$ cat src/design/bti_pkg.sv
// shared types and constants of the barycentric triangle interpolator
`default_nettype none
package bti_pkg;

  localparam int COORD_W = 16;
  localparam int DIFF_W  = 17;
  localparam int PROD_W  = 34;
  localparam int DET_W   = 35;
  localparam int NUM_W   = 37;
  localparam int UNS_W   = 36;
  localparam int VAL_W   = 32;
  localparam int WGT_W   = 32;
  localparam int FRAC_W  = 24;
  localparam int QUO_W   = 32;
  localparam int DIV_LAT = QUO_W + 2;
  localparam int Q_DEPTH = 4;
  localparam int Q_AW    = 2;
  localparam int CIDX_W  = 3;

  typedef enum logic [CIDX_W-1:0] {
    IDX_AX = 3'd0,
    IDX_AY = 3'd1,
    IDX_BX = 3'd2,
    IDX_BY = 3'd3,
    IDX_CX = 3'd4,
    IDX_CY = 3'd5
  } cfg_idx_t;

  typedef struct packed {
    logic signed [COORD_W-1:0] pixel_x;
    logic signed [COORD_W-1:0] pixel_y;
    logic signed [VAL_W-1:0]   value_a;
    logic signed [VAL_W-1:0]   value_b;
    logic signed [VAL_W-1:0]   value_c;
  } in_t;

  typedef struct packed {
    logic signed [WGT_W-1:0] weight_a;
    logic signed [WGT_W-1:0] weight_b;
    logic signed [WGT_W-1:0] weight_c;
    logic                    inside_res;
    logic                    degenerate;
    logic signed [VAL_W-1:0] interpolated;
  } out_t;

  typedef struct packed {
    logic signed [COORD_W-1:0] cx;
    logic signed [COORD_W-1:0] cy;
    logic signed [DIFF_W-1:0]  dybc;
    logic signed [DIFF_W-1:0]  dxcb;
    logic signed [DIFF_W-1:0]  dyca;
    logic signed [DIFF_W-1:0]  dxac;
    logic signed [DET_W-1:0]   det;
  } setup_t;

  typedef struct packed {
    logic signed [DIFF_W-1:0] dx;
    logic signed [DIFF_W-1:0] dy;
    logic signed [VAL_W-1:0]  value_a;
    logic signed [VAL_W-1:0]  value_b;
    logic signed [VAL_W-1:0]  value_c;
  } item_t;

  // sign extension of a coordinate from its low w bits
  function automatic logic signed [COORD_W-1:0] coord_ext(input logic [COORD_W-1:0] v,
                                                          input int w);
    logic [4:0] sh;
    logic signed [COORD_W-1:0] t;
    sh = 5'(COORD_W - w);
    t = signed'(v << sh);
    return t >>> sh;
  endfunction

endpackage
`default_nettype wire

$ cat src/design/bti_front.sv
// input stage: takes pixels and forms offsets from the third vertex
`default_nettype none
module bti_front #(
  parameter int COORD_WIDTH = 16
) (
  input  wire logic          clk,
  input  wire logic          rst,
  input  wire logic          in_valid,
  output logic               in_stall,
  input  bti_pkg::in_t       in_data,
  input  bti_pkg::setup_t    setup,
  output logic               push,
  output bti_pkg::item_t     push_data,
  input  wire logic          q_full
);

  localparam int CW_EFF = (COORD_WIDTH < 2) ? 2 : ((COORD_WIDTH < 16) ? COORD_WIDTH : 16);

  logic front_valid;
  bti_pkg::item_t front_data;
  logic signed [15:0] px, py;
  logic load;

  assign px = bti_pkg::coord_ext(in_data.pixel_x, CW_EFF);
  assign py = bti_pkg::coord_ext(in_data.pixel_y, CW_EFF);
  assign push = front_valid && !q_full;
  assign in_stall = front_valid && q_full;
  assign load = !front_valid || !q_full;
  assign push_data = front_data;

  always_ff @(posedge clk) begin
    if (rst) begin
      front_valid <= 1'b0;
    end else if (load) begin
      front_valid <= in_valid;
    end
  end

  always_ff @(posedge clk) begin
    if (load && in_valid) begin
      front_data.dx      <= bti_pkg::DIFF_W'(px) - bti_pkg::DIFF_W'(setup.cx);
      front_data.dy      <= bti_pkg::DIFF_W'(py) - bti_pkg::DIFF_W'(setup.cy);
      front_data.value_a <= in_data.value_a;
      front_data.value_b <= in_data.value_b;
      front_data.value_c <= in_data.value_c;
    end
  end

endmodule
`default_nettype wire

$ cat config.mk
export PLATFORM = sky130hd
export DESIGN_NAME = bti_front
export DESIGN_NICKNAME = d
export VERILOG_FILES = /design/src/design/bti_pkg.sv /design/src/design/bti_front.sv
export SDC_FILE = /design/constraint.sdc
export NUM_CORES = 1
export LEC_CHECK = 0
export BUFFER_PORTS_ARGS = -buffer_cell sky130_fd_sc_hd__buf_4
export CAP_MARGIN = 0
export CORE_AREA = 2 2 155 157
export DETAILED_ROUTE_END_ITERATION = 8
export DIE_AREA = 0 0 157 159
export GPL_TIMING_DRIVEN = 0
export HOLD_SLACK_MARGIN = 0.1
export PLACE_DENSITY = 0.51
export SLEW_MARGIN = 15
export SYNTH_ARGS = -nofsm -noshare
export SYNTH_HDL_FRONTEND = slang
export SYNTH_SLANG_ARGS = --single-unit
$ cat constraint.sdc
create_clock -name clk -period 11.5 [get_ports clk]
set_input_delay 1.15 -clock clk [delete_from_list [all_inputs] [get_ports clk]]
set_output_delay 1.15 -clock clk [all_outputs]
set_load 0.005 [all_outputs]
[Yosys cells after proc, flatten, opt, wreduce, memory -nomap -nowiden]
Cells that the tools add are included.
Operators by class
  add/sub/neg operators: 2
  reductions and logical operators: 6
Operators by type and width (count)
  $sub 16x16->17: 2
  $logic_and 1x1->1: 3
  $logic_not 1->1: 2
  $logic_or 1x1->1: 1
Storage, ports and cells
  register bits after elaboration: 131
  input port bits: 267
  output and inout bits: 132

[Logic depth before layout (Yosys ltp)]
  depth after elaboration: 3
  gate-level depth with buffers: 9

[Least setup slack after synthesis]
No wires, ideal clock.
  path type: in2reg
  from: input port q_full
  to: register front_data (netlist bit push_data[0]) (enable)
  library setup time: 0.636 ns
  data arrival time: 7.093 ns
  setup slack: 3.771 ns
  cell stages on the path: 2
  buffers on the path: 0
  cell sequence: and2_1 nor2b_1
Between the ends
  cells in the longest elaborated chain, start to end: 3
Ends and longest elaborated chain
  start: declaration: RTL line bti_front.sv:14  | input wire logic q_full
  $logic_not 1->1: RTL line bti_front.sv:28  | assign load = !front_valid || !q_full;
  $logic_or 1x1->1: RTL line bti_front.sv:28
  $logic_and 1x1->1: RTL line bti_front.sv:40  | if (load && in_valid) begin
  end: declaration: RTL line bti_front.sv:20  | bti_pkg::item_t front_data;
Every way passes these cells.
A chain may end at the register's enable or synchronous reset.

[Worst setup path after layout]
  from: input port in_data[96] (netlist bit)
  to: register front_data (netlist bit push_data[112]), data pin
Between the ends
  cells in the longest elaborated chain, start to end: 1
Ends and longest elaborated chain
  start: declaration: RTL line bti_front.sv:10  | input bti_pkg::in_t in_data,
  $sub 16x16->17: RTL line bti_front.sv:42  | front_data.dy <= bti_pkg::DIFF_W'(py) - bti_pkg::DIFF_W'(setup.cy);
Every way passes these cells.

==> impl_metrics.tcl <==
set metrics [dict create \
    synthFlopType "edfxtp_1" \
    startpoint_type "input pin" \
    cts.path.max_buffers 2 \
    hold_end "front_valid$_SDFFE_PP0N_" \
    clk_pin_slew_ns 0.06 \
    synth_area_sq_um 5627 \
    nFillCells 2227 \
    yosys_warnings 0 \
    skew_ns 0.007351 \
    ctsResizeCount 0 \
    wirelength_microns 16000 \
    peakVddDrop_mv 0.06857 \
    fmax_mhz 333.8 \
    async_reset_ff_share_pct 0 \
    worstPathRequired_ns 11.66 \
    switchingPower_mw 0.3350 \
    dr_total_vias 4266 \
    reg2reg_from "front_valid$_SDFFE_PP0N_" \
    grt_max_degree 30 \
    cts_max_level 4 \
    p_int_mw 0.9767 \
    synthDistinctLibCells 46 \
    met3_wirelength_microns 1546 \
    syn_area_per_cell_sq_um 14.89 \
    cp_cell_sequence "buf_4 -> inv_1 -> ha_1 -> fa_1 -> nor2b_1 -> o2111ai_1 -> a21o_1 -> a211o_1 -> a21oi_1 -> o22ai_1" \
    hp-class "flip-flop to flip-flop" \
    root_buffer "clkbuf_16" \
    leakage_nw 3.909 \
    dr.first_iter.drc_count 168 \
    grt_pass1_wl_microns 23740 \
    r2r_end "push_data[129]$_DFFE_PP_" \
    antenna_cells 0 \
    firstDrtPassIters 4 \
    max_cap_viol_count 0 \
    fin_nets 997 \
    pwr-share-clk_pct 39.3 \
    min_path_cells 3 \
    rows 56 \
    vias_per_cell 4.150 \
    grt_pass1_vias 4274 \
    synth_edf_count 130 \
    comb_power_share_pct 16.3 \
    p_sw_share_pct 25.54 \
    end_kind "flip-flop" \
    rr_worst_depth 4 \
    regArea_sq_um 3924 \
    drc_errors 0 \
    antenna_found_initial 0 \
    syn_nets 679 \
    initial_utilization_pct 24.26 \
    syn_inst 378 \
    syn2layout_area_growth_pct 58.11 \
    power_density_nw_per_um2 147.5 \
    rsz0062_at_grt "false" \
    worst-setup-path-type "input pin to flip-flop" \
    ys_ff_latch 131 \
    overflow 0 \
    clk_latency_ns 0.41 \
    cts_made_buffers 17 \
    design_area_sq_um 8896 \
    post_drt_wl_per_cell_microns 15.56 \
    synth_top_area_share_pct 69.38 \
    port_buffers 295 \
    place_area_sq_um 8328 \
    power_frac_seq_pct 44.4 \
    slew_headroom_pct 50.48 \
    ys_seq_area_share_pct 69.74 \
    top_layer "met4" \
    die_w_microns 157 \
    cts_tree "yes" \
    critPathArrivalTime_ns 3.15 \
    met1_length_microns 6009 \
    layout_min_cycle_time_ns 2.996 \
    grt_usage_pct 12.52 \
    postRouteAntennaNets 0 \
    postCtsHoldBufs 0 \
    worstPathMaxFanout 4 \
    die_area_sq_um 24960 \
    status "complete, no violations" \
    finalCritPeriodShare_pct 26.05 \
    ff2ff_setup_slack_ns 9.56 \
    critPathMaxStageDelay_ns 0.42 \
    setup_viol 0 \
    yosys-top-cells-area "edfxtp_1 (69%), ha_1 (7.1%), inv_1 (3.0%)" \
    fp.coreArea_sq_um 23190 \
    slowest_stage "fa_1" \
    final_max_slew_viol_count 0 \
    final_hold_viol_count 0 \
    place_hpwl_microns 12810 \
    cts.sink_count 131 \
    gp_congestion 0.8431 \
    cts_setup_buffers 0 \
    utilization_pct 38.36 \
    dr_wl_met2_microns 8199 \
    synth_area_leader_cell "edfxtp_1" \
    tightest_slew_ns 0.7412 \
    io_pins 399 \
    multiInputGateArea_sq_um 1526 \
    timing.setup.tns_ns 0 \
    die_h_microns 159 \
    hp-start "front_valid$_SDFFE_PP0N_" \
    drive_above_1_share_pct 47.39 \
]
[area by class of cell]
type / instances / area share [%]
sequential: 131 / 44.11
timing repair buffer: 299 / 25.79
multi-input combinational: 198 / 17.16
clock buffer: 17 / 4.782
tap: 319 / 4.487
inverter: 45 / 1.899
clock inverter: 15 / 1.603
buffer: 4 / 0.1688
[Yosys cell counts, drive strengths merged, types with 7 or more instances]
master,count
edfxtp,130
o21ai,8
nor2b,9
inv,45
o21a,7
nand2,12
nor2,20
a21o,11
xnor2,12
xor2,8
ha,32
a21oi,22
[cells in the final DEF (no fill, tap or decap), types with 6 or more instances in the layout]
master,count
nand2_1,12
nor2_1,20
nor2b_1,8
edfxtp_1,130
inv_1,45
buf_4,295
xor2_1,8
ha_1,32
o21a_1,7
a21o_1,11
o21ai_0,6
clkbuf_16,17
a21oi_1,22
xnor2_1,12
[power by group through the flow]
stage               Combinational, mW  Sequential, mW  Clock [mW]
finish                          0.214           0.582       0.516
global route                    0.236           0.586       0.555
CTS                             0.218           0.583       0.535
detailed placement              0.217           0.593           0
global placement                0.208           0.600           0
floorplan                      0.0843           0.602           0
[worst max path at each step]
stage	startpoint	cells after the start	end	slack, ns
4_1_cts	in_data[96]	10	push_data[112]$_DFFE_PP_	8.51
5_1_grt	in_data[96]	10	push_data[112]$_DFFE_PP_	8.42
3_5_place_dp	in_data[96]	10	push_data[112]$_DFFE_PP_	8.06
2_1_floorplan	q_full	2	push_data[0]$_DFFE_PP_	3.77
3_3_place_gp	q_full	3	push_data[129]$_DFFE_PP_	1.29
6_report	in_data[96]	10	push_data[112]$_DFFE_PP_	8.50
[stage by stage]
stage	setup slack, ns	std cells	power, mW	hold slack, ns
3_3_place_gp	1.291	992	0.8085	0.6048
6_report	8.505	1028	1.312	0.6712
4_1_cts	8.508	1028	1.336	0.6760
3_5_place_dp	8.059	996	0.8099	0.6647
2_1_floorplan	3.771	378	0.6859	0.5906
5_1_grt	8.425	1028	1.377	0.7012
[flip-flops by register name (all words and copies together), names as in the netlist]
register	count
push_data	130
front_valid	1
[layer usage]
| metal | up-vias | global-route usage [%] |
|---|---|---|
| met3 | 12 | 4.654 |
| met5 | - | 0 |
| met2 | 200 | 21.95 |
| met1 | 2003 | 13.86 |
| met4 | 0 | 4.254 |
| li1 | 2051 | - |
[critical path: cells and delay by family]
kind	cells	cell delay [ns]
AO/OA/AOI/OAI	5	1.05
adder cells (fa/ha/maj)	2	0.65
buffers and inverters	2	0.11
AND/OR/NAND/NOR	1	0.19
[logic make-up after synthesis]
| group | count (synthesis) | share of synthesized area, % |
|---|---|---|
| flip-flops | 131 | 69.74 |
| AO/OA/AOI/OAI | 80 | 10.27 |
| AND/OR/NAND/NOR | 63 | 5.581 |
| buffers and inverters | 49 | 3.269 |
| adder cells (fa/ha/maj) | 34 | 7.827 |
| XOR/XNOR | 20 | 3.113 |
| multiplexers | 1 | 0.2001 |
Note: power is estimated with default switching activity, not from simulation.
