## src/design/bti_pkg.sv

```systemverilog
// shared types and constants of the barycentric triangle interpolator
`default_nettype none
package bti_pkg;

  localparam int COORD_W = 16;
  localparam int DIFF_W  = 17;
  localparam int PROD_W  = 34;
  localparam int DET_W   = 35;
  localparam int NUM_W   = 37;
  localparam int UNS_W   = 36;
  localparam int VAL_W   = 32;
  localparam int WGT_W   = 32;
  localparam int FRAC_W  = 24;
  localparam int QUO_W   = 32;
  localparam int DIV_LAT = QUO_W + 2;
  localparam int Q_DEPTH = 4;
  localparam int Q_AW    = 2;
  localparam int CIDX_W  = 3;

  typedef enum logic [CIDX_W-1:0] {
    IDX_AX = 3'd0,
    IDX_AY = 3'd1,
    IDX_BX = 3'd2,
    IDX_BY = 3'd3,
    IDX_CX = 3'd4,
    IDX_CY = 3'd5
  } cfg_idx_t;

  typedef struct packed {
    logic signed [COORD_W-1:0] pixel_x;
    logic signed [COORD_W-1:0] pixel_y;
    logic signed [VAL_W-1:0]   value_a;
    logic signed [VAL_W-1:0]   value_b;
    logic signed [VAL_W-1:0]   value_c;
  } in_t;

  typedef struct packed {
    logic signed [WGT_W-1:0] weight_a;
    logic signed [WGT_W-1:0] weight_b;
    logic signed [WGT_W-1:0] weight_c;
    logic                    inside_res;
    logic                    degenerate;
    logic signed [VAL_W-1:0] interpolated;
  } out_t;

  typedef struct packed {
    logic signed [COORD_W-1:0] cx;
    logic signed [COORD_W-1:0] cy;
    logic signed [DIFF_W-1:0]  dybc;
    logic signed [DIFF_W-1:0]  dxcb;
    logic signed [DIFF_W-1:0]  dyca;
    logic signed [DIFF_W-1:0]  dxac;
    logic signed [DET_W-1:0]   det;
  } setup_t;

  typedef struct packed {
    logic signed [DIFF_W-1:0] dx;
    logic signed [DIFF_W-1:0] dy;
    logic signed [VAL_W-1:0]  value_a;
    logic signed [VAL_W-1:0]  value_b;
    logic signed [VAL_W-1:0]  value_c;
  } item_t;

  // sign extension of a coordinate from its low w bits
  function automatic logic signed [COORD_W-1:0] coord_ext(input logic [COORD_W-1:0] v,
                                                          input int w);
    logic [4:0] sh;
    logic signed [COORD_W-1:0] t;
    sh = 5'(COORD_W - w);
    t = signed'(v << sh);
    return t >>> sh;
  endfunction

endpackage
`default_nettype wire

```

## src/design/bti_setup.sv

```systemverilog
// vertex registers and triangle setup constants
`default_nettype none
module bti_setup #(
  parameter int COORD_WIDTH = 16
) (
  input  wire logic                       clk,
  input  wire logic                       rst,
  input  wire logic                       cfg_valid,
  input  wire logic [bti_pkg::CIDX_W-1:0] cfg_index,
  input  wire logic [15:0]                cfg_data,
  output bti_pkg::setup_t                 setup
);

  localparam int CW_EFF = (COORD_WIDTH < 2) ? 2 : ((COORD_WIDTH < 16) ? COORD_WIDTH : 16);

  logic [15:0] ax_r, ay_r, bx_r, by_r, cx_r, cy_r;
  logic signed [15:0] ax, ay, bx, by, cx, cy;
  logic signed [bti_pkg::DIFF_W-1:0] dybc, dxcb, dyca, dxac, dyac;
  logic signed [bti_pkg::PROD_W-1:0] prod0, prod1;
  logic signed [bti_pkg::DET_W-1:0] det;

  always_ff @(posedge clk) begin
    if (rst) begin
      ax_r <= '0;
      ay_r <= '0;
      bx_r <= '0;
      by_r <= '0;
      cx_r <= '0;
      cy_r <= '0;
    end else if (cfg_valid) begin
      unique case (bti_pkg::cfg_idx_t'(cfg_index))
        bti_pkg::IDX_AX: ax_r <= cfg_data;
        bti_pkg::IDX_AY: ay_r <= cfg_data;
        bti_pkg::IDX_BX: bx_r <= cfg_data;
        bti_pkg::IDX_BY: by_r <= cfg_data;
        bti_pkg::IDX_CX: cx_r <= cfg_data;
        bti_pkg::IDX_CY: cy_r <= cfg_data;
        default: ;
      endcase
    end
  end

  assign ax = bti_pkg::coord_ext(ax_r, CW_EFF);
  assign ay = bti_pkg::coord_ext(ay_r, CW_EFF);
  assign bx = bti_pkg::coord_ext(bx_r, CW_EFF);
  assign by = bti_pkg::coord_ext(by_r, CW_EFF);
  assign cx = bti_pkg::coord_ext(cx_r, CW_EFF);
  assign cy = bti_pkg::coord_ext(cy_r, CW_EFF);

  always_ff @(posedge clk) begin
    dybc  <= bti_pkg::DIFF_W'(by) - bti_pkg::DIFF_W'(cy);
    dxcb  <= bti_pkg::DIFF_W'(cx) - bti_pkg::DIFF_W'(bx);
    dyca  <= bti_pkg::DIFF_W'(cy) - bti_pkg::DIFF_W'(ay);
    dxac  <= bti_pkg::DIFF_W'(ax) - bti_pkg::DIFF_W'(cx);
    dyac  <= bti_pkg::DIFF_W'(ay) - bti_pkg::DIFF_W'(cy);
    prod0 <= dybc * dxac;
    prod1 <= dxcb * dyac;
    det   <= bti_pkg::DET_W'(prod0) + bti_pkg::DET_W'(prod1);
  end

  always_comb begin
    setup.cx   = cx;
    setup.cy   = cy;
    setup.dybc = dybc;
    setup.dxcb = dxcb;
    setup.dyca = dyca;
    setup.dxac = dxac;
    setup.det  = det;
  end

endmodule
`default_nettype wire

```

## config.mk

```make
export PLATFORM = sky130hd
export DESIGN_NAME = bti_setup
export DESIGN_NICKNAME = d
export VERILOG_FILES = /design/src/design/bti_pkg.sv /design/src/design/bti_setup.sv
export SDC_FILE = /design/constraint.sdc
export NUM_CORES = 2
export LEC_CHECK = 0
export ABC_AREA = 1
export BUFFER_PORTS_ARGS = -buffer_cell sky130_fd_sc_hd__buf_2
export CAP_MARGIN = 25
export CORE_MARGIN = 2
export CORE_UTILIZATION = 30
export CTS_CLUSTER_SIZE = 40
export DETAILED_ROUTE_END_ITERATION = 16
export PLACE_DENSITY = 0.58
export SKIP_CTS_REPAIR_TIMING = 1
export SLEW_MARGIN = 10
export SYNTH_ARGS = -nofsm -noshare
export SYNTH_HDL_FRONTEND = slang
export SYNTH_SLANG_ARGS = --single-unit
export TNS_END_PERCENT = 100
```

## constraint.sdc

```tcl
create_clock -name clk -period 5.25 [get_ports clk]
set_clock_uncertainty 0.2 [all_clocks]
set_input_delay 1.3125 -clock clk [delete_from_list [all_inputs] [get_ports clk]]
set_output_delay 1.3125 -clock clk [all_outputs]
set_load 0.005 [all_outputs]
```

* Word-level counts from Yosys, hierarchy flattened
Index checks and enable logic that the tools add are counted.
** Storage, ports and cells
- Output and inout bits :: 135
- Logic and storage cells :: 34
- Flip-flop bits (word level) :: 284
- Input port bits :: 22
** Cells by class
- Add/subtract/negate cells :: 6
- Eq/ne operators :: 5
- Reductions and logical operators :: 7
- $mul :: 2
** Operators with widths (count)
- 16-bit by 16-bit subtractor with 17-bit output :: 5
- 17-bit by 17-bit multiplier with 34-bit output :: 2
- 34-bit by 34-bit adder with 35-bit output :: 1
- 2-bit AND reduction :: 6
- 3-bit by 2-bit equality test with 1-bit output, second input constant :: 2
- 3-bit equality test, second input constant :: 2
- 3-bit by 1-bit equality test with 1-bit output, second input constant :: 1
- 3-bit zero test :: 1

* Depth between registers and ports, before layout
- Depth in word-level cells :: 2
- Mapped depth :: 29
- Depth with buffers taken out :: 27

* Worst setup path after synthesis
No wires, ideal clock.
- Path kind :: register to register
- Start :: reg dybc[16] in the netlist's numbering
- End :: reg prod0[33] in the netlist's numbering
- Required time :: 4938 ps
- Arrival :: 5366 ps
- Setup slack :: -428 ps
- Buffers on the path :: 2
- Cell stages (with the launch flop) :: 21
- Setup time :: 112 ps
- Clock period less this slack :: 5678 ps
- Cells stage by stage :: dfxtp_1 clkbuf_1 clkbuf_1 nand2_1 inv_1 fa_1 fa_1 fa_1 fa_1 fa_1 inv_1 fa_1 inv_1 ha_1 nand2_1 nor2_2 inv_1 nor3_1 a21oi_1 nand2_1 nand2_1
** On the way
- Cells in the longest elaborated chain, start to end :: 1
** RTL lines
- start: declaration :: RTL line bti_setup.sv:18 : logic signed [bti_pkg::DIFF_W-1:0] dybc, dxcb, dyca, dxac, dyac;
- start signal: assignment :: RTL line bti_setup.sv:51 : dybc <= bti_pkg::DIFF_W'(by) - bti_pkg::DIFF_W'(cy);
- 17-bit by 17-bit multiplier with 34-bit output :: RTL line bti_setup.sv:56 : prod0 <= dybc * dxac;
- end signal: assignment :: RTL line bti_setup.sv:56
- end: declaration :: RTL line bti_setup.sv:19 : logic signed [bti_pkg::PROD_W-1:0] prod0, prod1;
Every way passes these cells.
A chain may end at the register's enable or synchronous reset.

* Worst setup path after layout
- Start :: reg dxcb[16] in the netlist's numbering
- End :: reg prod1[33] in the netlist's numbering
** On the way
- Cells in the longest elaborated chain, start to end :: 1
** RTL lines
- start: declaration :: RTL line bti_setup.sv:18
- start signal: assignment :: RTL line bti_setup.sv:52 : dxcb <= bti_pkg::DIFF_W'(cx) - bti_pkg::DIFF_W'(bx);
- 17-bit by 17-bit multiplier with 34-bit output :: RTL line bti_setup.sv:57 : prod1 <= dxcb * dyac;
- end signal: assignment :: RTL line bti_setup.sv:57
- end: declaration :: RTL line bti_setup.sv:19
Every way passes these cells.

==> impl_metrics.toml <==
[run_status]
status = "finished, violations left"
failed_checks = "DRC, setup timing"

[global_routing]
grt_antenna_before_repair = 3
grt_max_degree = 52
grt_use_met1_pct = 24.5
grt_usage_pct = 17.4
use_met2_pct = 29.0
first_global_vias = 32200
gr-total-overflow = 0
grt_util_met3_pct = 2.31
grt_pass1_wl_mm = 176
grt.busiest_layer = "met2"

[yosys]
synth_edf_count = 0
synth_area_um2 = 37600
netlist_top_cells_area = "fa_1 (32%), dfxtp_1 (15%), nand2_1 (12%), inv_1 (12%), ha_1 (9.5%)"
syn_inst = 4924
yosys_warnings = 0
yosys.area.top_type = "fa_1"
synthDominantCellAreaShare_pct = 31.9
synth.avg_cell_area_um2 = 7.63
synth_ff_type = "dfxtp_1"
yosysSeqAreaShare_pct = 15.1
yosysUniqueCellTypes = 47
synth_seq_cells = 283
async_reset_ff_share_pct = 0
syn-num-nets = 5828

[floorplanning]
rows = 129
dieArea_um2 = 128000
io_pins = 157
start_util_pct = 30.3
core-area_um2 = 124000
die_w_um = 358
chipHeight_um = 358

[clock_network]
cts_root_buf = "clkbuf_16"
path_clk_slew_ns = 0.06
cts_tree = "done"
ctsHtreeMaxLevel = 2
clock-sinks = 283
clk_latency_ns = 0.57
clock_path_buffers = 3
cts_made_buffers = 34

[routing]
drt_iter0_drc = 1822
wl_per_cell_um = 16.3
wl_mm = 114
vias = 31700
drt-vias-per-instance = 4.54
drt_first_pass_iters = 12
route.antenna.remaining_nets = 0
drcViolationCount = 1

[final_layout]
drive_gt1_share_pct = 22.0
mostFrequentLayoutCells = "inv_1 (1155), nand2_1 (1136), fa_1 (571)"
layout.nets = 6234
final_common_cell = "inv_1"
num_antenna_cells = 0
area_growth_pct = 24.6
nFillCells = 12800
final_cell_area_um2 = 46800

[timing]
fmax_mhz = 186
fin_ws_ns = -0.135
rsz0062_at_grt = "true"
fin_crit_ns = 5.38
setup_viol = 26
post-route-period-util_pct = 103
final_max_slew_viol_count = 0
finalHoldViolCount = 0
maxSlewHeadroom_pct = 56.4
worst_slew_pin_slew_ns = 0.652

[setup_path]
crit_fanout = 8
critical_path_class = "reg2reg"
rr_startpoint = "dxcb[16]$_DFF_P_"
start_kind = "flop"
cp-end-kind = "flop"
required_ns = 5.50
worstPathArrival_ns = 5.63
crit_path_start = "dxcb[16]$_DFF_P_"

[min_path]
hp-start = "ax[2]$_SDFFE_PP0P_"
hold_class = "reg2reg"

[place]
gp_congestion = 0.926
numPortBuffers = 156
placed_cell_area_um2 = 42600
pre_cts_ws_ns = -0.395
post-dp-hpwl_mm = 95.1

[run]
maxCapViolations = 0
path summary, 6_finish.rpt:
kind | cells after the start | to | slack, ns
setup / recovery | 20 | prod1[33]$_DFF_P_ | -0.13
hold / removal | 2 | ax[2]$_SDFFE_PP0P_ | 0.27
setup reg to reg | 20 | prod1[33]$_DFF_P_ | -0.13
hold reg to reg | 2 | ax[2]$_SDFFE_PP0P_ | 0.27
cells in the mapped netlist (25+ instances only):
cell      instances
nor3_1           27
nor2_1          272
ha_1            284
xnor2_1          25
a21oi_1         189
inv_1          1234
a211oi_1         48
o21ai_0          66
clkbuf_1        143
nand2_1        1251
xor2_1           98
fa_1            598
dfxtp_1         283
nand4_1          54
nand3_1         122
cell type report:
type / count / area, um^2 / area share (%)
Clock inverter: 16 / 194 / 0.414
Clock buffer: 44 / 948 / 2.03
Multi-Input combinational cell: 3213 / 28600 / 61.1
Timing Repair Buffer: 547 / 4540 / 9.70
Tap cell: 1637 / 2050 / 4.38
Sequential cell: 283 / 5780 / 12.4
Inverter: 1251 / 4710 / 10.1
routing by layer:
metal | up-vias | part of all wire, %
li1 | 15300 | -
met1 | 15500 | 47
met2 | 803 | 47
met3 | 102 | 5.5
met4 | 0 | 1.3
met5 | - | 0
cells by family after synthesis:
group	count (synthesis)	synth area share, %
flip-flops	283	15.1
AO/OA/AOI/OAI	410	6.68
AND/OR/NAND/NOR	1798	19.5
XOR/XNOR	123	2.87
buffers and inverters	1428	14.5
adder cells (fa/ha/maj)	882	41.3
critical path, stage by stage, from the launching register on:
cell	delay (ns)
dfxtp_4	0.38
buf_8	0.14
nand2_4	0.05
fa_1	0.54
inv_2	0.05
fa_2	0.70
buf_4	0.16
fa_1	0.42
fa_1	0.57
fa_1	0.43
fa_1	0.55
ha_4	0.23
nand2_1	0.06
nand2_1	0.07
o21bai_1	0.21
a21oi_1	0.22
nand2_1	0.09
inv_1	0.06
nand2_1	0.04
nand2_1	0.05
nand2_1	0.05
state kept, by name, indices dropped and copies added, names as in the netlist:
register	flops
cy	16
dyca	17
ay	16
dybc	17
dxac	17
dxcb	17
dyac	16
det	35
by	16
bx	16
prod0	34
ax	16
cx	16
prod1	34
metrics by stage:
step / TNS (ns) / hold slack [ns] / std cells / util (%)
global route: -7.83 / 0.286 / 6991 / 37.8
detailed placement: -10.56 / 0.259 / 6859 / 34.4
global placement: -9.71 / 0.254 / 6858 / 34.4
floorplan: 0 / 0.220 / 4924 / -
CTS: -11.75 / 0.269 / 6919 / 35.3
finish: -1.63 / 0.267 / 6991 / 37.8
Power is not shown: default switching activity piles up to over one toggle a cycle in this logic, so the estimate is an artifact.
