[config.mk]
export PLATFORM = sky130hd
export DESIGN_NAME = bti_queue
export DESIGN_NICKNAME = d
export VERILOG_FILES = /design/src/design/bti_pkg.sv /design/src/design/bti_queue.sv
export SDC_FILE = /design/constraint.sdc
export NUM_CORES = 1
export LEC_CHECK = 0
export BUFFER_PORTS_ARGS = -buffer_cell sky130_fd_sc_hd__buf_4
export CORE_MARGIN = 2
export CORE_UTILIZATION = 53
export CTS_CLUSTER_SIZE = 8
export DETAILED_ROUTE_END_ITERATION = 10
export PLACE_DENSITY = 0.74
export SETUP_SLACK_MARGIN = 0.2
export SLEW_MARGIN = 20
export SYNTH_ARGS = -nofsm -noshare
export SYNTH_HDL_FRONTEND = slang
export SYNTH_SLANG_ARGS = --single-unit
[constraint.sdc]
create_clock -name clk -period 13.1 [get_ports clk]
set_clock_uncertainty 0.2 [all_clocks]
set_input_delay 2.62 -clock clk [delete_from_list [all_inputs] [get_ports clk]]
set_output_delay 2.62 -clock clk [all_outputs]
set_load 0.05 [all_outputs]
[src/design/bti_pkg.sv]
// shared types and constants of the barycentric triangle interpolator
`default_nettype none
package bti_pkg;

  localparam int COORD_W = 16;
  localparam int DIFF_W  = 17;
  localparam int PROD_W  = 34;
  localparam int DET_W   = 35;
  localparam int NUM_W   = 37;
  localparam int UNS_W   = 36;
  localparam int VAL_W   = 32;
  localparam int WGT_W   = 32;
  localparam int FRAC_W  = 24;
  localparam int QUO_W   = 32;
  localparam int DIV_LAT = QUO_W + 2;
  localparam int Q_DEPTH = 4;
  localparam int Q_AW    = 2;
  localparam int CIDX_W  = 3;

  typedef enum logic [CIDX_W-1:0] {
    IDX_AX = 3'd0,
    IDX_AY = 3'd1,
    IDX_BX = 3'd2,
    IDX_BY = 3'd3,
    IDX_CX = 3'd4,
    IDX_CY = 3'd5
  } cfg_idx_t;

  typedef struct packed {
    logic signed [COORD_W-1:0] pixel_x;
    logic signed [COORD_W-1:0] pixel_y;
    logic signed [VAL_W-1:0]   value_a;
    logic signed [VAL_W-1:0]   value_b;
    logic signed [VAL_W-1:0]   value_c;
  } in_t;

  typedef struct packed {
    logic signed [WGT_W-1:0] weight_a;
    logic signed [WGT_W-1:0] weight_b;
    logic signed [WGT_W-1:0] weight_c;
    logic                    inside_res;
    logic                    degenerate;
    logic signed [VAL_W-1:0] interpolated;
  } out_t;

  typedef struct packed {
    logic signed [COORD_W-1:0] cx;
    logic signed [COORD_W-1:0] cy;
    logic signed [DIFF_W-1:0]  dybc;
    logic signed [DIFF_W-1:0]  dxcb;
    logic signed [DIFF_W-1:0]  dyca;
    logic signed [DIFF_W-1:0]  dxac;
    logic signed [DET_W-1:0]   det;
  } setup_t;

  typedef struct packed {
    logic signed [DIFF_W-1:0] dx;
    logic signed [DIFF_W-1:0] dy;
    logic signed [VAL_W-1:0]  value_a;
    logic signed [VAL_W-1:0]  value_b;
    logic signed [VAL_W-1:0]  value_c;
  } item_t;

  // sign extension of a coordinate from its low w bits
  function automatic logic signed [COORD_W-1:0] coord_ext(input logic [COORD_W-1:0] v,
                                                          input int w);
    logic [4:0] sh;
    logic signed [COORD_W-1:0] t;
    sh = 5'(COORD_W - w);
    t = signed'(v << sh);
    return t >>> sh;
  endfunction

endpackage
`default_nettype wire

[src/design/bti_queue.sv]
// short show-ahead queue between front and back
`default_nettype none
module bti_queue (
  input  wire logic       clk,
  input  wire logic       rst,
  input  wire logic       push,
  input  bti_pkg::item_t  push_data,
  output logic            full,
  output logic            q_valid,
  output bti_pkg::item_t  q_data,
  input  wire logic       pop
);

  bti_pkg::item_t mem [bti_pkg::Q_DEPTH];
  logic [bti_pkg::Q_AW-1:0] wr_ptr, rd_ptr;
  logic [bti_pkg::Q_AW:0] count;
  logic do_pop;

  assign full = (count == (bti_pkg::Q_AW+1)'(bti_pkg::Q_DEPTH));
  assign q_valid = (count != '0);
  assign q_data = mem[rd_ptr];
  assign do_pop = pop && q_valid;

  always_ff @(posedge clk) begin
    if (rst) begin
      wr_ptr <= '0;
      rd_ptr <= '0;
      count  <= '0;
    end else begin
      if (push) wr_ptr <= wr_ptr + 1'b1;
      if (do_pop) rd_ptr <= rd_ptr + 1'b1;
      if (push && !do_pop) begin
        count <= count + 1'b1;
      end else if (do_pop && !push) begin
        count <= count - 1'b1;
      end
    end
  end

  always_ff @(posedge clk) begin
    if (push) mem[wr_ptr] <= push_data;
  end

endmodule
`default_nettype wire

* Word level (Yosys, flattened, before mapping) *
Memories as Yosys holds them, arrays and structs flattened. A register that Yosys moved wholly into a read port is not among the register bits.
Index checks and enable logic that the tools add are counted.

operators by class
  add/sub/neg operators = 4
  equality and inequality tests = 1
  multiplexer cells = 6
  reduce and logical (&&, ||, !) cells = 7

operator list
  cell                                                                count
  3-bit 2-to-1 mux                                                    2
  2-bit by 1-bit adder with 2-bit output, second input constant       2
  2-bit 2-to-1 mux                                                    2
  3-bit by 1-bit adder with 3-bit output, second input constant       1
  3-bit equality test, second input constant                          1
  1-bit logical AND                                                   3
  3-bit nonzero test                                                  1
  3-bit by 1-bit subtractor with 3-bit output, second input constant  1
  1-bit logical NOT                                                   2
  1-bit 2-to-1 mux                                                    2
  2-bit nonzero test                                                  1

storage, ports and cells
  register bits = 7
  memory bits (writable) = 520
  word-level logic and storage cells = 22
  memories kept = 1

memories
  name  words  bits a word  read ports  clocked after memory_dff  write ports  RTL line         RTL
  mem   4      130          1           1                         1            bti_queue.sv:14  bti_pkg::item_t mem [bti_pkg::Q_DEPTH];

* Logic depth before layout (Yosys ltp) *
Gate-level depths: netlist of the first run.

  word-level depth = 5
  depth in mapped cells = 7

* Worst setup path after synthesis of the first run *
OpenSTA, ideal clock, no wires.

  path kind = in2reg
  start point = input port push
  end point = memory mem[0][0] (netlist bit) (enable)
  setup time = 0.504 ns
  data arrival time = 5.597 ns
  data required time = 12.396 ns
  setup slack = 6.798 ns
  stages on the path = 1
  path buffers = 0
  path through = and2_1

on the way
  word-level cells in the longest chain between the ends = 2

RTL lines
  element                                 RTL line         RTL
  start, declared                         bti_queue.sv:6   input wire logic push,
  1-bit 2-to-1 mux                        bti_queue.sv:41  if (push) mem[wr_ptr] <= push_data;
  1-bit 2-to-1 mux (not written as such)  bti_queue.sv:41
  end, declared                           bti_queue.sv:14

Every way passes these cells.

==> out/metrics.cfg, run 1 <==
[sta]
fin_crit_sh = 0.4896
setup_viol = 0
fin_crit_ps = 6414
clock.fmax_mhz = 155.9
tns_ps = 0
finalHoldViolations = 0
slew_violations = 0
holdWs_ps = 330.7
worst_slew_pin_slew_ps = 999.7
timing.final.ws_setup_ps = 6686
rsz0062_at_grt = no
maxSlewHeadroom = 0.3335

[synthesis]
synthDominantAreaCellType = edfxtp_1
synth_nets = 863
yosysWarnings = 0
async_flop_share = 0
synthDominantCellAreaShare = 0.8090
avgSynthCellArea_um2 = 26.70
synth_seq_cells = 529
syn_area_mm2 = 0.01930
synthFlopType = edfxtp_1
synth.area.top_cells = edfxtp_1 (81%), mux4_2 (15%), buf_12 (1.1%)
ys_types = 23
synth_common_cells = edfxtp_1 (520), mux4_2 (130), buf_12 (11)
synthCells = 723
synth_most_common_cell = edfxtp_1
yosysSeqAreaShare = 0.8184
synth_edf_count = 520

[worst_setup_path]
path_class = register to output pin
cp.required_ps = 10280
critPathArrivalTime_ps = 3590
startpoint_type = register
ff2ff_path_depth = 5
crit_fanout = 47
critPathCaptureType = output pin
timing.rr.start = wr_ptr[0]

[grt]
first_global_vias = 9530
grt_pass1_wl_um = 57000
grt_antenna_before_repair = 2
grt_overflow = 0
grt_max_degree = 70
grt_usage = 0.2021

[drt]
firstDrtPassIters = 5
viasPerCell = 5.676
wire_per_inst_um = 24.31
drt-total-wl_um = 37220
drtIter0Drc = 559
drtAntennaViolNets = 0
drcViolationCount = 0
dr_total_vias = 8690

[job]
maxCapViolations = 0

[floorplanning]
core_mm2 = 0.03574
die_y_um = 194.8
ioPinCount = 266
dieArea_mm2 = 0.03796
die_w_um = 194.8
rows = 69
start_util = 0.5400

[placed_design]
post-place-ws_ps = 7155
place_congestion = 0.7271
dpl.hpwl_um = 21110
dpl_cell_area_mm2 = 0.02164
port_buffers = 265

[clock_tree]
hold_buffers = 0
root_buffer = clkbuf_16
cts_tree = yes
cts_buffers = 76
clk_pin_slew_ps = 50
htreeDepth = 3
clk_latency_ps = 580
cts.repair.resized = 0
post_cts_buffers = 0
cts.sinks = 529
clockBufferDepth = 3

[pwr]
seqPwrFrac = 0.388
p_int_uw = 3545
power_switching_uw = 1640
peakVddDrop_mv = 0.1561
p_comb_frac = 0.283
swShare = 0.3163
leakagePower_uw = 0.008016
clkPwrFrac = 0.329
p_per_area_mw_per_mm2 = 218.4

[hold_path]
hold_path_class = register to register
worstHoldStart = rd_ptr[0]
whs_path_depth = 2

[layout]
syn_to_final_growth_pct = 23.01
final_layout_size_suffix_gt1_frac = 0.4654
stdcell_area_mm2 = 0.02374
final_nets = 1188

[run_status]
status = finished, final reports clean

[routing by layer]
| layer | GRT usage | part of all wire | up-vias |
|---|---|---|---|
| li1 | - | - | 3768 |
| met1 | 0.2637 | 0.40 | 4557 |
| met2 | 0.3232 | 0.50 | 296 |
| met3 | 0.06143 | 0.078 | 69 |
| met4 | 0.08058 | 0.026 | 0 |
| met5 | 0 | 0 | - |
[flip-flops by register name, indices dropped and copies added (netlist names), named ones only]
name / flops
mem: 520
rd_ptr: 2
count: 3
wr_ptr: 2
[per-stage QoR]
stage          utilization  std cells  power [uW]
2_1_floorplan            -        723        3183
3_3_place_gp        0.6056       1430        3519
3_5_place_dp        0.6056       1430        3531
4_1_cts             0.6633       1528        5249
5_1_grt             0.6643       1531        5364
6_report            0.6643       1531        5185
[worst max-delay path, stage by stage, from the launching register on]
cell	delay, ps
dfxtp_4	620
buf_4	800
buf_4	610
mux4_2	610
buf_4	220
[placed cells by master (no fill, tap or decap), drive strengths merged, types with 4 or more instances in the layout]
master  count
edfxtp    520
clkbuf     92
ha          5
and2        4
xor2        4
dfxtp       9
inv         7
nor2        7
buf       277
mux4      130
[logic make-up after synthesis]
group | after synthesis | synth area share
flip-flops | 529 | 0.8184
XOR/XNOR | 5 | 0.002269
adder cells (fa/ha/maj) | 6 | 0.004279
AO/OA/AOI/OAI | 4 | 0.001361
AND/OR/NAND/NOR | 14 | 0.003695
buffers and inverters | 33 | 0.01731
multiplexers | 132 | 0.1527
[layout make-up]
cell class | count | area, um2
flip-flops and latches | 529 | 15800
fillers | 2232 | 12000
multi-input cells | 161 | 3182
repair buffers | 277 | 2100
clock buffers | 92 | 2004
well taps | 461 | 576.8
clock inverters | 6 | 60.06
inverters | 3 | 11.26
diodes | 2 | 5.005
[power by group through the flow]
stage | sequential (uW) | clock (uW) | combinational, uW
after floorplan | 2010 | 0 | 1170
final | 2010 | 1710 | 1470
after global routing | 2020 | 1810 | 1530
after global placement | 2040 | 0 | 1480
after CTS | 2020 | 1740 | 1490
after detailed placement | 2050 | 0 | 1480
[worst paths after layout]
path,end,slack [ps]
worst min-delay path,register,330
worst max-delay path,q_data[63],6690
worst min register to register,register,330
worst max register to register,mem[0][123],9860
Note: power is estimated with default switching activity, not from simulation.
==> run 2, diff against run 1 <==
ABC_AREA = 1   (was not set)
clock period = 6.7 ns   (was 13.1 ns; I/O delays follow)
==> out/metrics.cfg, run 2 <==
[clock_tree]
htreeDepth = 3  ; unchanged
root_buffer = clkbuf_16
clk_pin_slew_ps = 50  ; about the same
clockBufferDepth = 3  ; unchanged
cts_buffers = 76  ; unchanged
post_cts_buffers = 0  ; unchanged
cts.sinks = 529  ; unchanged
hold_buffers = 0  ; unchanged
clk_latency_ps = 560  ; -20 ps
cts.repair.resized = 0  ; unchanged
cts_tree = yes

[layout]
fin_util = 0.6526  ; -0.01169
largest_reg_flops = 520  ; unchanged
fillers = 2588  ; +16%
syn_to_final_growth_pct = 21.00
insertedDiodeCount = 0  ; -2
final_cell_mix = edfxtp_1 (520), buf_4 (277), nor2_1 (266)
final_layout_size_suffix_gt1_frac = 0.2288  ; -0.2366
layout_commonest_cell = edfxtp_1
regMostFlops = mem
final_nets = 1731  ; +46%
top_regs = mem: 520 flops, count: 3 flops

[synthesis]
synthMuxAreaShare = 0  ; -0.1527
synth_common_cells = edfxtp_1 (520), nor2_1 (266), o21ai_0 (193)
synthDominantCellAreaShare = 0.7909  ; -0.01815
synth_xor_area_frac = 0.0004436  ; -0.001825
synth_most_common_cell = edfxtp_1
synth_edf_count = 520  ; unchanged
avgSynthCellArea_um2 = 14.96  ; -44%
synthCells = 1320  ; +83%
synth_compound_area_frac = 0.1091  ; +0.1078
yosysSeqAreaShare = 0.8000  ; -0.01836
synthAdderAreaFrac = 0.004183  ; -0.00009598
yosysWarnings = 0  ; unchanged
synth_seq_cells = 529  ; unchanged
synth.area.top_cells = edfxtp_1 (79%), nor2_1 (5.1%), o21ai_0 (4.9%)
synth-simple-area-share = 0.05444  ; +0.05074
syn_area_mm2 = 0.01974  ; +2.3%
synth_top_family_by_area = compound AO/OA/AOI/OAI gates
ys_types = 23  ; unchanged
synth_nets = 1460  ; +69%
synthDominantAreaCellType = edfxtp_1
synthFlopType = edfxtp_1
async_flop_share = 0  ; unchanged

[sta]
clock.fmax_mhz = 209.0
worst_slew_pin_slew_ps = 1004  ; +4.419 ps
maxSlewHeadroom = 0.3306  ; -0.002947
fin_crit_sh = 0.7142
slew_violations = 0  ; unchanged
fin_crit_ps = 4785
tns_ps = 0  ; unchanged
timing.final.ws_setup_ps = 1915  ; -4771 ps
setup_viol = 0  ; unchanged
holdWs_ps = 291.4  ; -39.31 ps
finalHoldViolations = 0  ; unchanged
rsz0062_at_grt = no

[drt]
drt-total-wl_um = 42910  ; +15%
dr_total_vias = 11900  ; +37%
firstDrtPassIters = 5  ; unchanged
drtIter0Drc = 939  ; +68%
viasPerCell = 5.754  ; +1.4%
drtAntennaViolNets = 0  ; unchanged
drcViolationCount = 0  ; unchanged
wire_per_inst_um = 20.75  ; -15%

[worst_setup_path]
critPathMaxStageDelay_ps = 880  ; +80 ps
ff2ff_path_depth = 5  ; unchanged
path_cells = buf_4 -> o21ai_0 -> o22ai_1 -> buf_4
critPathMostFrequentCell = buf_4
rr_endpoint = mem[2][59]
timing.rr.start = wr_ptr[0]
critPathCaptureType = output pin
r2r_slack_ps = 3960  ; -5900 ps
crit_fanout = 102  ; +120%
cp.required_ps = 5160  ; -5120 ps
startpoint_type = register
slowest_stage = dfxtp_4
path_class = register to output pin
critPathArrivalTime_ps = 3250  ; -340 ps

[floorplanning]
die_y_um = 197.0  ; +1.1%
ioPinCount = 266  ; unchanged
die_w_um = 197.0  ; +1.1%
dieArea_mm2 = 0.03881  ; +2.3%
rows = 70  ; +1.4%
core_mm2 = 0.03661  ; +2.4%
start_util = 0.5393  ; -0.0007098

[job]
maxCapViolations = 0  ; unchanged

[placed_design]
post-place-ws_ps = 2518  ; -4637 ps
place_congestion = 0.7408  ; +1.9%
port_buffers = 265  ; unchanged
dpl.hpwl_um = 23200  ; +9.9%

[pwr]
peakVddDrop_mv = 0.3559  ; +130%
leakagePower_uw = 0.008401  ; +4.8%
p_per_area_mw_per_mm2 = 422.8  ; +94%

[grt]
first_global_vias = 11850  ; +24%
grt_antenna_before_repair = 0  ; -2
grt_pass1_wl_um = 65870  ; +16%
grt_max_degree = 261  ; +270%
grt_usage = 0.2218  ; +0.01972
grt_overflow = 0  ; unchanged

[run_status]
status = finished, final reports clean

[hold_path]
hold_path_class = register to register
worstHoldStart = rd_ptr[1]
whs_path_depth = 2  ; unchanged

-- run 2: changes by cell type in the layout (fill, tap and decap cells not counted), sizes merged, moves of 2 or more --
cell	change
nand2	+15
nor2	+259
mux4	-130
mux2i	-2
o22ai	+130
o21ai	+262
clkbuf	-8
diode	-2
a21oi	+4
inv	+11
nand3	+3
and2	-4
xor2	-3
or3	-2
-- run 2: report_power, final --
group / switching (uW) / total, uW / leakage [uW] / internal [uW]
sequential: 107 / 3910 / 0.00485 / 3810
clock: 1220 / 3240 / 0.000970 / 2020
combinational: 2170 / 2940 / 0.00258 / 773
total: 3500 / 10100 / 0.00840 / 6600
-- run 2: how the worst max path moves through the flow --
stage | cells after the start | end | slack (ps) | start
2_1_floorplan | 2 | mem[0][0] | 2140 | push
3_3_place_gp | 4 | q_data[94] | 2620 | register
3_5_place_dp | 4 | q_data[115] | 2520 | register
4_1_cts | 4 | q_data[115] | 1880 | register
5_1_grt | 4 | q_data[115] | 1710 | register
6_report | 4 | q_data[94] | 1910 | register
-- run 2: cell families (layout without fill, tap and decap cells) --
family,Yosys count,count (layout)
AO/OA/AOI/OAI,398,398
adder cells (fa/ha/maj),6,6
XOR/XNOR,1,1
AND/OR/NAND/NOR,285,285
flip-flops,529,529
buffers and inverters,101,381
-- run 2: final cells by class --
type	count	area, um2	share of cell area
Tap cell	468	585.6	0.02451
Clock buffer	84	1953	0.08175
Clock inverter	3	26.28	0.001100
Sequential cell	529	15800	0.6615
Inverter	16	95.09	0.003980
Timing Repair Buffer	278	2107	0.08820
Multi-Input combinational cell	690	3321	0.1390
-- run 2: critical path: cells and delay by family, from the launching register on --
family / cells / cell delay (ps)
AOI/OAI and AO/OA: 2 / 560
DFF: 1 / 880
buffers and inverters: 2 / 1130
-- run 2: layer usage --
layer	routed length, um	GRT usage	part of all wire
met1	17470	0.2929	0.41
met2	20860	0.3594	0.49
met3	3583	0.05720	0.083
met4	992	0.08159	0.023
met5	0	0	0
-- run 2: per-stage QoR --
step	std cells	power (uW)	cell area (um2)
final	2068	10100	23890
after global routing	2068	10490	23890
after CTS	2067	10170	23860
after detailed placement	1980	6922	21880
after global placement	1980	6872	21880
after floorplan	1320	6084	19740
==> run 3, diff against run 2 <==
clock period = 4.7 ns   (was 6.7 ns; I/O delays follow)
==> out/metrics.cfg, run 3 (synthesized netlist as in run 2, its figures left out) <==
[drt]
drtAntennaViolNets = 0  ; unchanged
dr_total_vias = 11900  ; -0.0084%
drcViolationCount = 0  ; unchanged
viasPerCell = 5.746  ; -0.15%
drt-total-wl_um = 43130  ; +0.52%
firstDrtPassIters = 5  ; unchanged
drtIter0Drc = 959  ; +2.1%
wire_per_inst_um = 20.83  ; +0.37%

[worst_setup_path]
critical-path-top-delay-family = buffers and inverters
path_cells = inv_12 -> o21ai_0 -> o22ai_1 -> buf_4
slowest_stage = inv_12
crit_fanout = 260  ; +150%
cp.required_ps = 3560  ; -1600 ps
path_buf_inv = 2  ; unchanged
path_class = register to output pin
critPathMaxStageDelay_ps = 690  ; -190 ps
startpoint_type = register
critPathArrivalTime_ps = 2800  ; -450 ps
critPathCaptureType = output pin

[placed_design]
dpl_cell_area_mm2 = 0.02198  ; +0.43%
port_buffers = 265  ; unchanged
dpl.hpwl_um = 23300  ; +0.43%
place_congestion = 0.7563  ; +2.1%

[clock_tree]
clk_latency_ps = 570  ; about the same
cts.repair.resized = 0  ; unchanged
clk_pin_slew_ps = 50  ; about the same
hold_buffers = 0  ; unchanged
cts.sinks = 529  ; unchanged
post_cts_buffers = 0  ; unchanged
cts_tree = yes
cts_buffers = 76  ; unchanged
root_buffer = clkbuf_16
htreeDepth = 3  ; unchanged
clockBufferDepth = 3  ; unchanged

[sta]
tns_ps = 0  ; unchanged
fin_crit_sh = 0.8374
maxSlewHeadroom = 0.2296  ; -0.1009
fin_crit_ps = 3936
slew_violations = 0  ; unchanged
worst_slew_pin_slew_ps = 1156  ; +151.4 ps
setup_viol = 0  ; unchanged
clock.fmax_mhz = 254.1
finalHoldViolations = 0  ; unchanged
rsz0062_at_grt = no

[grt]
grt_max_degree = 261  ; unchanged
first_global_vias = 11850  ; +0.034%
grt_antenna_before_repair = 2  ; +2
grt_pass1_wl_um = 65070  ; -1.2%
grt_usage = 0.2204  ; -0.001435
grt_overflow = 0  ; unchanged

[layout]
stdcell_area_mm2 = 0.02403  ; +0.59%
top_regs = mem: 520 flops, count: 3 flops
final_cell_mix = edfxtp_1 (520), buf_4 (271), nor2_1 (266)
syn_to_final_growth_pct = 21.71
fillers = 2530  ; -2.2%
final_nets = 1731  ; unchanged
largest_reg_flops = 520  ; unchanged
regMostFlops = mem
final_layout_size_suffix_gt1_frac = 0.2310  ; +0.002211
layout_commonest_cell = edfxtp_1

[floorplanning]
start_util = 0.5393  ; unchanged
core_mm2 = 0.03661  ; unchanged
dieArea_mm2 = 0.03881  ; unchanged
die_y_um = 197.0  ; unchanged
ioPinCount = 266  ; unchanged
die_w_um = 197.0  ; unchanged
rows = 70  ; unchanged

[hold_path]
hold_path_class = register to register

[run_status]
status = finished, final reports clean

[pwr]
peakVddDrop_mv = 0.4151  ; +17%
p_per_area_mw_per_mm2 = 603.9  ; +43%
leakagePower_uw = 0.008447  ; +0.56%

[job]
maxCapViolations = 0  ; unchanged

==> run 3: worst reg2reg max path, stage by stage (launching register included) <==
cell	delay, ps
dfxtp_1	320
inv_1	110
ha_1	160
nand2_1	100
inv_6	550
buf_4	490
==> run 3: worst paths after layout <==
kind | start | end | slack (ps) | depth (start not counted)
max | register | q_data[19] | 760 | 4
min | rd_ptr[1] | register | 290 | 2
max reg2reg | wr_ptr[1] | mem[1][79] | 2400 | 5
min reg2reg | rd_ptr[1] | register | 290 | 2
==> run 3: power by group <==
group	switching, uW	internal [uW]	total [uW]
registers	102	5430	5530
logic	3150	1120	4270
clock network	1770	2940	4710
==> run 3: routing by layer <==
metal  GRT usage  part of all wire  up-vias  wire length, um
li1            -                 -     5522                -
met1      0.2870              0.41     5884            17770
met2      0.3565              0.48      430            20780
met3     0.06693             0.085       61             3683
met4     0.07519             0.020        2              879
met5           0           0.00035        -               15
==> run 3: layout make-up <==
class	count	area, um2	area share
Multi-Input combinational cell	690	3321	0.1382
Timing Repair Buffer	278	2175	0.09049
Inverter	16	95.09	0.003957
Sequential cell	529	15800	0.6576
Antenna cell	1	2.502	0.0001041
Tap cell	468	585.6	0.02437
Clock buffer	84	1984	0.08258
Clock inverter	5	65.06	0.002707
==> run 3: per-stage QoR <==
step	cells	power, uW	worst slack, ps	utilization	hold slack, ps
6_report	2071	14510	764.2	0.6564	287.1
5_1_grt	2071	15050	599.8	0.6564	322.2
4_1_cts	2070	14620	783.2	0.6563	288.7
3_5_place_dp	1981	9894	1442	0.6003	280.7
3_3_place_gp	1981	9821	1530	0.6003	274.7
2_1_floorplan	1320	8673	539.4	-	259.4
